==> config.mk <==
export PLATFORM = sky130hd
export DESIGN_NAME = sorted_priority_queue_top
export DESIGN_NICKNAME = d
export VERILOG_FILES = /design/src/sv/spq_pkg.sv /design/src/sv/sorted_priority_queue_top.sv /design/src/sv/spq_cell.sv
export SDC_FILE = /design/constraint.sdc
export NUM_CORES = 2
export LEC_CHECK = 0
export BUFFER_PORTS_ARGS = -buffer_cell sky130_fd_sc_hd__buf_2
export CELL_PAD_IN_SITES_DETAIL_PLACEMENT = 1
export CELL_PAD_IN_SITES_GLOBAL_PLACEMENT = 1
export CORE_MARGIN = 1.5
export CORE_UTILIZATION = 48
export CTS_BUF_LIST = sky130_fd_sc_hd__clkbuf_8
export DETAILED_ROUTE_END_ITERATION = 16
export PLACE_DENSITY_LB_ADDON = 0.1
export SLEW_MARGIN = 20
export SYNTH_ARGS = -nofsm -noshare
export SYNTH_HDL_FRONTEND = slang
export SYNTH_HIERARCHICAL = 1
export SYNTH_SLANG_ARGS = --single-unit
==> constraint.sdc <==
create_clock -name clk -period 3.68 [get_ports clk]
set_input_delay 1.104 -clock clk [delete_from_list [all_inputs] [get_ports clk]]
set_output_delay 1.104 -clock clk [all_outputs]
set_load 0.1 [all_outputs]
==> src/sv/spq_pkg.sv <==
// shared constants, codes and types of the sorted priority queue
// no dependencies
package spq_pkg;

  localparam int DEPTH     = 16;
  localparam int PRIO_BITS = 16;
  localparam int DATA_W    = 32;
  localparam int PRIO_W    = 16;
  localparam int CNT_W     = $clog2(DEPTH + 1);
  localparam int OCC_W     = 5;

  // action codes
  localparam logic ACT_PUSH = 1'b0;
  localparam logic ACT_POP  = 1'b1;

  // status codes
  localparam logic [1:0] ST_DONE  = 2'd0;
  localparam logic [1:0] ST_FULL  = 2'd1;
  localparam logic [1:0] ST_EMPTY = 2'd2;

  typedef logic [PRIO_BITS-1:0] prio_t;
  typedef logic [DATA_W-1:0]    data_t;

  // what a cell shows to its neighbors
  typedef struct packed {
    logic  keep;
    data_t data;
    prio_t prio;
  } cell_link_t;

  // operation broadcast to every cell
  typedef struct packed {
    logic  en;
    logic  pop;
    data_t data;
    prio_t prio;
  } cell_cmd_t;

endpackage

==> src/sv/sorted_priority_queue_top.sv <==
// Sorted priority queue: a row of slot cells, one push or pop per cycle.
// Result strobe out_valid is registered and rises in the cycle after start is taken.
// Throughput: one word per cycle; busy stays low, all cells shift in parallel.
// Reset (synchronous, rst_n low) empties the queue and drops the strobe;
// slot contents are not cleared. The receiver cannot stall the results.
module sorted_priority_queue_top import spq_pkg::*; (
  input  logic              clk,
  input  logic              rst_n,
  input  logic              start,
  output logic              busy,
  input  logic              in_action,
  input  logic signed [31:0] in_data_in,
  input  logic [15:0]       in_priority_in,
  output logic              out_valid,
  output logic [1:0]        out_status,
  output logic signed [31:0] out_data_out,
  output logic [15:0]       out_priority_out,
  output logic [4:0]        out_occupancy
);

  logic [CNT_W-1:0] cnt_r, cnt_nxt;
  logic             valid_r, valid_nxt;
  logic [1:0]       status_r, status_nxt;
  data_t            dout_r, dout_nxt;
  prio_t            pout_r, pout_nxt;

  logic       take, full, empty;
  cell_cmd_t  cmd;
  cell_link_t links [DEPTH];
  cell_link_t edge_left, edge_right;

  // every cell updates in the same cycle, so nothing ever waits
  assign busy  = 1'b0;
  assign take  = start && !busy;
  assign full  = (cnt_r == CNT_W'(DEPTH));
  assign empty = (cnt_r == '0);

  assign cmd.en   = take && ((in_action == ACT_PUSH) ? !full : !empty);
  assign cmd.pop  = (in_action == ACT_POP);
  assign cmd.data = data_t'(in_data_in);
  assign cmd.prio = in_priority_in[PRIO_BITS-1:0];

  // head sees a keeping neighbor so it loads the new word; tail shifts in filler
  assign edge_left  = '{keep: 1'b1, data: '0, prio: '0};
  assign edge_right = '{keep: 1'b0, data: '0, prio: '0};

  // row of cells
  for (genvar i = 0; i < DEPTH; i++) begin : g_cell
    logic occ;
    assign occ = (CNT_W'(i) < cnt_r);
    spq_cell u_cell (
      .clk      (clk),
      .occupied (occ),
      .cmd      (cmd),
      .left_in  ((i == 0) ? edge_left : links[(i == 0) ? 0 : i - 1]),
      .right_in ((i == DEPTH - 1) ? edge_right : links[(i == DEPTH - 1) ? i : i + 1]),
      .link_out (links[i])
    );
  end

  // occupancy and result word
  always_comb begin
    cnt_nxt    = cnt_r;
    valid_nxt  = take;
    status_nxt = ST_DONE;
    dout_nxt   = '0;
    pout_nxt   = '0;
    if (take) begin
      if (in_action == ACT_PUSH) begin
        if (full) status_nxt = ST_FULL;
        else      cnt_nxt    = cnt_r + CNT_W'(1);
      end else begin
        if (empty) begin
          status_nxt = ST_EMPTY;
        end else begin
          cnt_nxt  = cnt_r - CNT_W'(1);
          dout_nxt = links[0].data;
          pout_nxt = links[0].prio;
        end
      end
    end
  end

  always_ff @(posedge clk) begin
    if (!rst_n) begin
      cnt_r   <= '0;
      valid_r <= 1'b0;
    end else begin
      cnt_r   <= cnt_nxt;
      valid_r <= valid_nxt;
    end
    status_r <= status_nxt;
    dout_r   <= dout_nxt;
    pout_r   <= pout_nxt;
  end

  assign out_valid        = valid_r;
  assign out_status       = status_r;
  assign out_data_out     = dout_r;
  assign out_priority_out = PRIO_W'(pout_r);
  assign out_occupancy    = OCC_W'(cnt_r);

endmodule

==> src/sv/spq_cell.sv <==
// one slot of the sorted queue: holds a word and its priority
// depends on spq_pkg
module spq_cell import spq_pkg::*; (
  input  logic       clk,
  input  logic       occupied,
  input  cell_cmd_t  cmd,
  input  cell_link_t left_in,
  input  cell_link_t right_in,
  output cell_link_t link_out
);

  data_t data_r, data_nxt;
  prio_t prio_r, prio_nxt;
  logic  keep;

  // entry stays put on a push when it sorts at or ahead of the new word
  assign keep = occupied && (prio_r <= cmd.prio);

  assign link_out.keep = keep;
  assign link_out.data = data_r;
  assign link_out.prio = prio_r;

  // push shifts toward the tail, pop shifts toward the head
  always_comb begin
    data_nxt = data_r;
    prio_nxt = prio_r;
    if (cmd.en) begin
      if (cmd.pop) begin
        data_nxt = right_in.data;
        prio_nxt = right_in.prio;
      end else if (!keep) begin
        if (left_in.keep) begin
          data_nxt = cmd.data;
          prio_nxt = cmd.prio;
        end else begin
          data_nxt = left_in.data;
          prio_nxt = left_in.prio;
        end
      end
    end
  end

  always_ff @(posedge clk) begin
    data_r <= data_nxt;
    prio_r <= prio_nxt;
  end

endmodule

==> key figures <==
Setup path
  – CP top delay family: flip-flops
  – Worst R2R Setup Slack: 660 ps
  – Critical-path top delay cell: dfxtp_1
  – R2R Path Start: g_cell[4].u_cell/prio_r[9]$_DFFE_PP_
  – Reg2reg end: g_cell[5].u_cell/data_r[21]$_DFFE_PP_
  – CP arrival: 2260 ps
  – CP Capture Type: output pin
  – Worst path buffer plus inverter count: 1
  – CP Launch Type: register
  – Crit-path max cell delay: 850 ps
  – Critical Path Start: out_occupancy[4]$_SDFFE_PN0P_
  – CP Cell Sequence: buf_2
  – Worst Path Max Fanout: 15
  – WP depth: 1
  – Reg2Reg Depth: 10
  – Worst EP required: 2580 ps
  – Worst setup path end: out_occupancy[4]
  – Crit path kind: register to output pin

Drt
  – Via/cell ratio: 5.75
  – WL final: 145 mm
  – DRC Markers: 0
  – DRT Pass-1 Iters: 5
  – Drt first-iter violations: 2,762
  – WL per Instance: 23.2 µm
  – DRT antenna net count: 0
  – Via count: about 36k

Clock tree
  – Maximum clock path buffer count: 3
  – CTS Sinks: between 800 and 900
  – CTS tree: built
  – Hold-fix buffers, CTS: 0
  – CTS buffer count: 151
  – Root buf cell: clkbuf_8
  – Setup Fix Bufs, Post-CTS: 0
  – CTS resizes: 0
  – Worst-path clk slew: 60 ps
  – H-tree levels: 4
  – Worst-skew pair later-pin latency: 850 ps

GRT
  – Gr ovfl total: 0
  – GRT Total Usage: 28.6%
  – Initial antenna violation count: 7
  – First-pass GRT wire length: about 230 mm
  – Vias in the first global route: 37.8k
  – Largest net degree at the start of global routing: 206

Power
  – Pwr Density: around 600 mW/mm²
  – Power after layout: 33.4 mW
  – Leak pwr: roughly 22 nW
  – Maximum vdd drop: around 440 µV

Placed design
  – I/O Buffers: 107
  – Hpwl dp: 99.5 mm
  – Gpl congestion: ~0.84
  – Pre-CTS WS: -425 ps

Timing
  – Final worst slack: ~310 ps
  – Hold Vio Cnt, Final: 0
  – Fmax: around 300 MHz
  – Worst-Margin Slew: 976 ps
  – Minimum clock period: 3370 ps
  – Final setup fails: 0
  – Period utilization: 91.5%
  – Pins Over Slew Limit: 0
  – RSZ-0062 raised after global routing: false
  – Layout Skew: 45.1 ps
  – Slew margin rel.: 34.9%

Floorplanning
  – Chip width: 318 µm
  – Initial core utilization: 48.5%
  – Die footprint: 0.101 mm²
  – DIE HEIGHT: 318 µm
  – FP Rows: roughly 120
  – Number of top-level pins: 109
  – CORE AREA: approximately 0.1 mm²

Logic synthesis
  – Post-synthesis cell area: 0.0477 mm²
  – Syn Inst Count: 4,469
  – Yosys Warn Count: 6
  – Avg Inst Size Synth: 10.7 µm²

Run
  – Max-cap violations: 0

Hold path
  – Min-delay src: g_cell[0].u_cell/data_r[8]$_DFFE_PP_
  – Hold Crit Class: register to register

Status
  – Status: completed

Final layout
  – Layout Utilization: 56.4%
  – Layout cells sized above 1: 14.3%
  – Final net count: 5,140
  – Syn-to-layout area delta: 16.2%
==> registers in the layout, summed over array words and instances (netlist names) <==
register,flops
g_cell.u_cell/data_r,512
out_status,2
out_occupancy,5
out_data_out,32
out_priority_out,16
out_valid,1
g_cell.u_cell/prio_r,256
==> power breakdown <==
group	switching (mW)	total [mW]	internal [mW]	leakage (nW)
clock	4.19	8.37	4.18	1.61
sequential	1.37	14.5	13.1	7.88
combinational	6.35	10.6	4.24	12.2
total	11.9	33.4	21.5	21.6
==> final cells by class <==
cell class              count  area [µm²]
diodes                      3        7.51
clock buffers             163        2240
clock inverters           110         536
fillers                 10600       42900
inverters                 278        1040
multi-input cells        3163       21600
flip-flops and latches    824       24200
well taps                1287        1610
repair buffers            411        4250
==> through the flow <==
stage                     instances  setup TNS, ps  cell area, µm²  hold WS [ps]
final                          6239              0           55500           470
after global routing           6238              0           55500           492
after CTS                      6236              0           55500           475
after detailed placement       5963        -200010           52700           467
after global placement         5963        -138690           52700           462
after floorplan                4565              0           48100           447
==> cell usage in the layout (no fill, tap or decap), types with 17 or more instances in the layout <==
cell type and count:
buf_4 190, inv_1 324, a21boi_1 17, conb_1 98
edfxtp_1 768, o21ai_0 475, and2_1 66, ha_1 259
clkbuf_8 163, buf_12 114, nand3_1 18, a21oi_1 81
nand4_1 48, a21o_1 18, clkinv_2 20, nor3_2 17
clkinv_1 29, mux2i_1 771, o21ai_1 297, o21a_1 18
dfxtp_1 56, nor2b_1 17, nand2_1 811, buf_2 106
==> worst min-delay path by stage <==
stage,endpoint,depth (start not counted)
2_1_floorplan,out_data_out[0]$_SDFF_PP0_,1
3_3_place_gp,out_data_out[19]$_SDFF_PP0_,1
3_5_place_dp,out_data_out[25]$_SDFF_PP0_,1
4_1_cts,out_status[0]$_SDFF_PP0_,3
5_1_grt,out_data_out[2]$_SDFF_PP0_,1
6_report,out_data_out[8]$_SDFF_PP0_,1
==> metal layers <==
layer / wire [µm] / track usage, % / vias to the layer above / part of all wire [%]
li1: - / - / 16700 / -
met1: 69600 / 41.5 / 18300 / 48
met2: 66300 / 45.1 / 679 / 46
met3: 5930 / 3.67 / 159 / 4.1
met4: 2760 / 7.19 / 0 / 1.9
met5: 0 / 0 / - / 0
No activity file was read; power rests on OpenSTA's default activity.
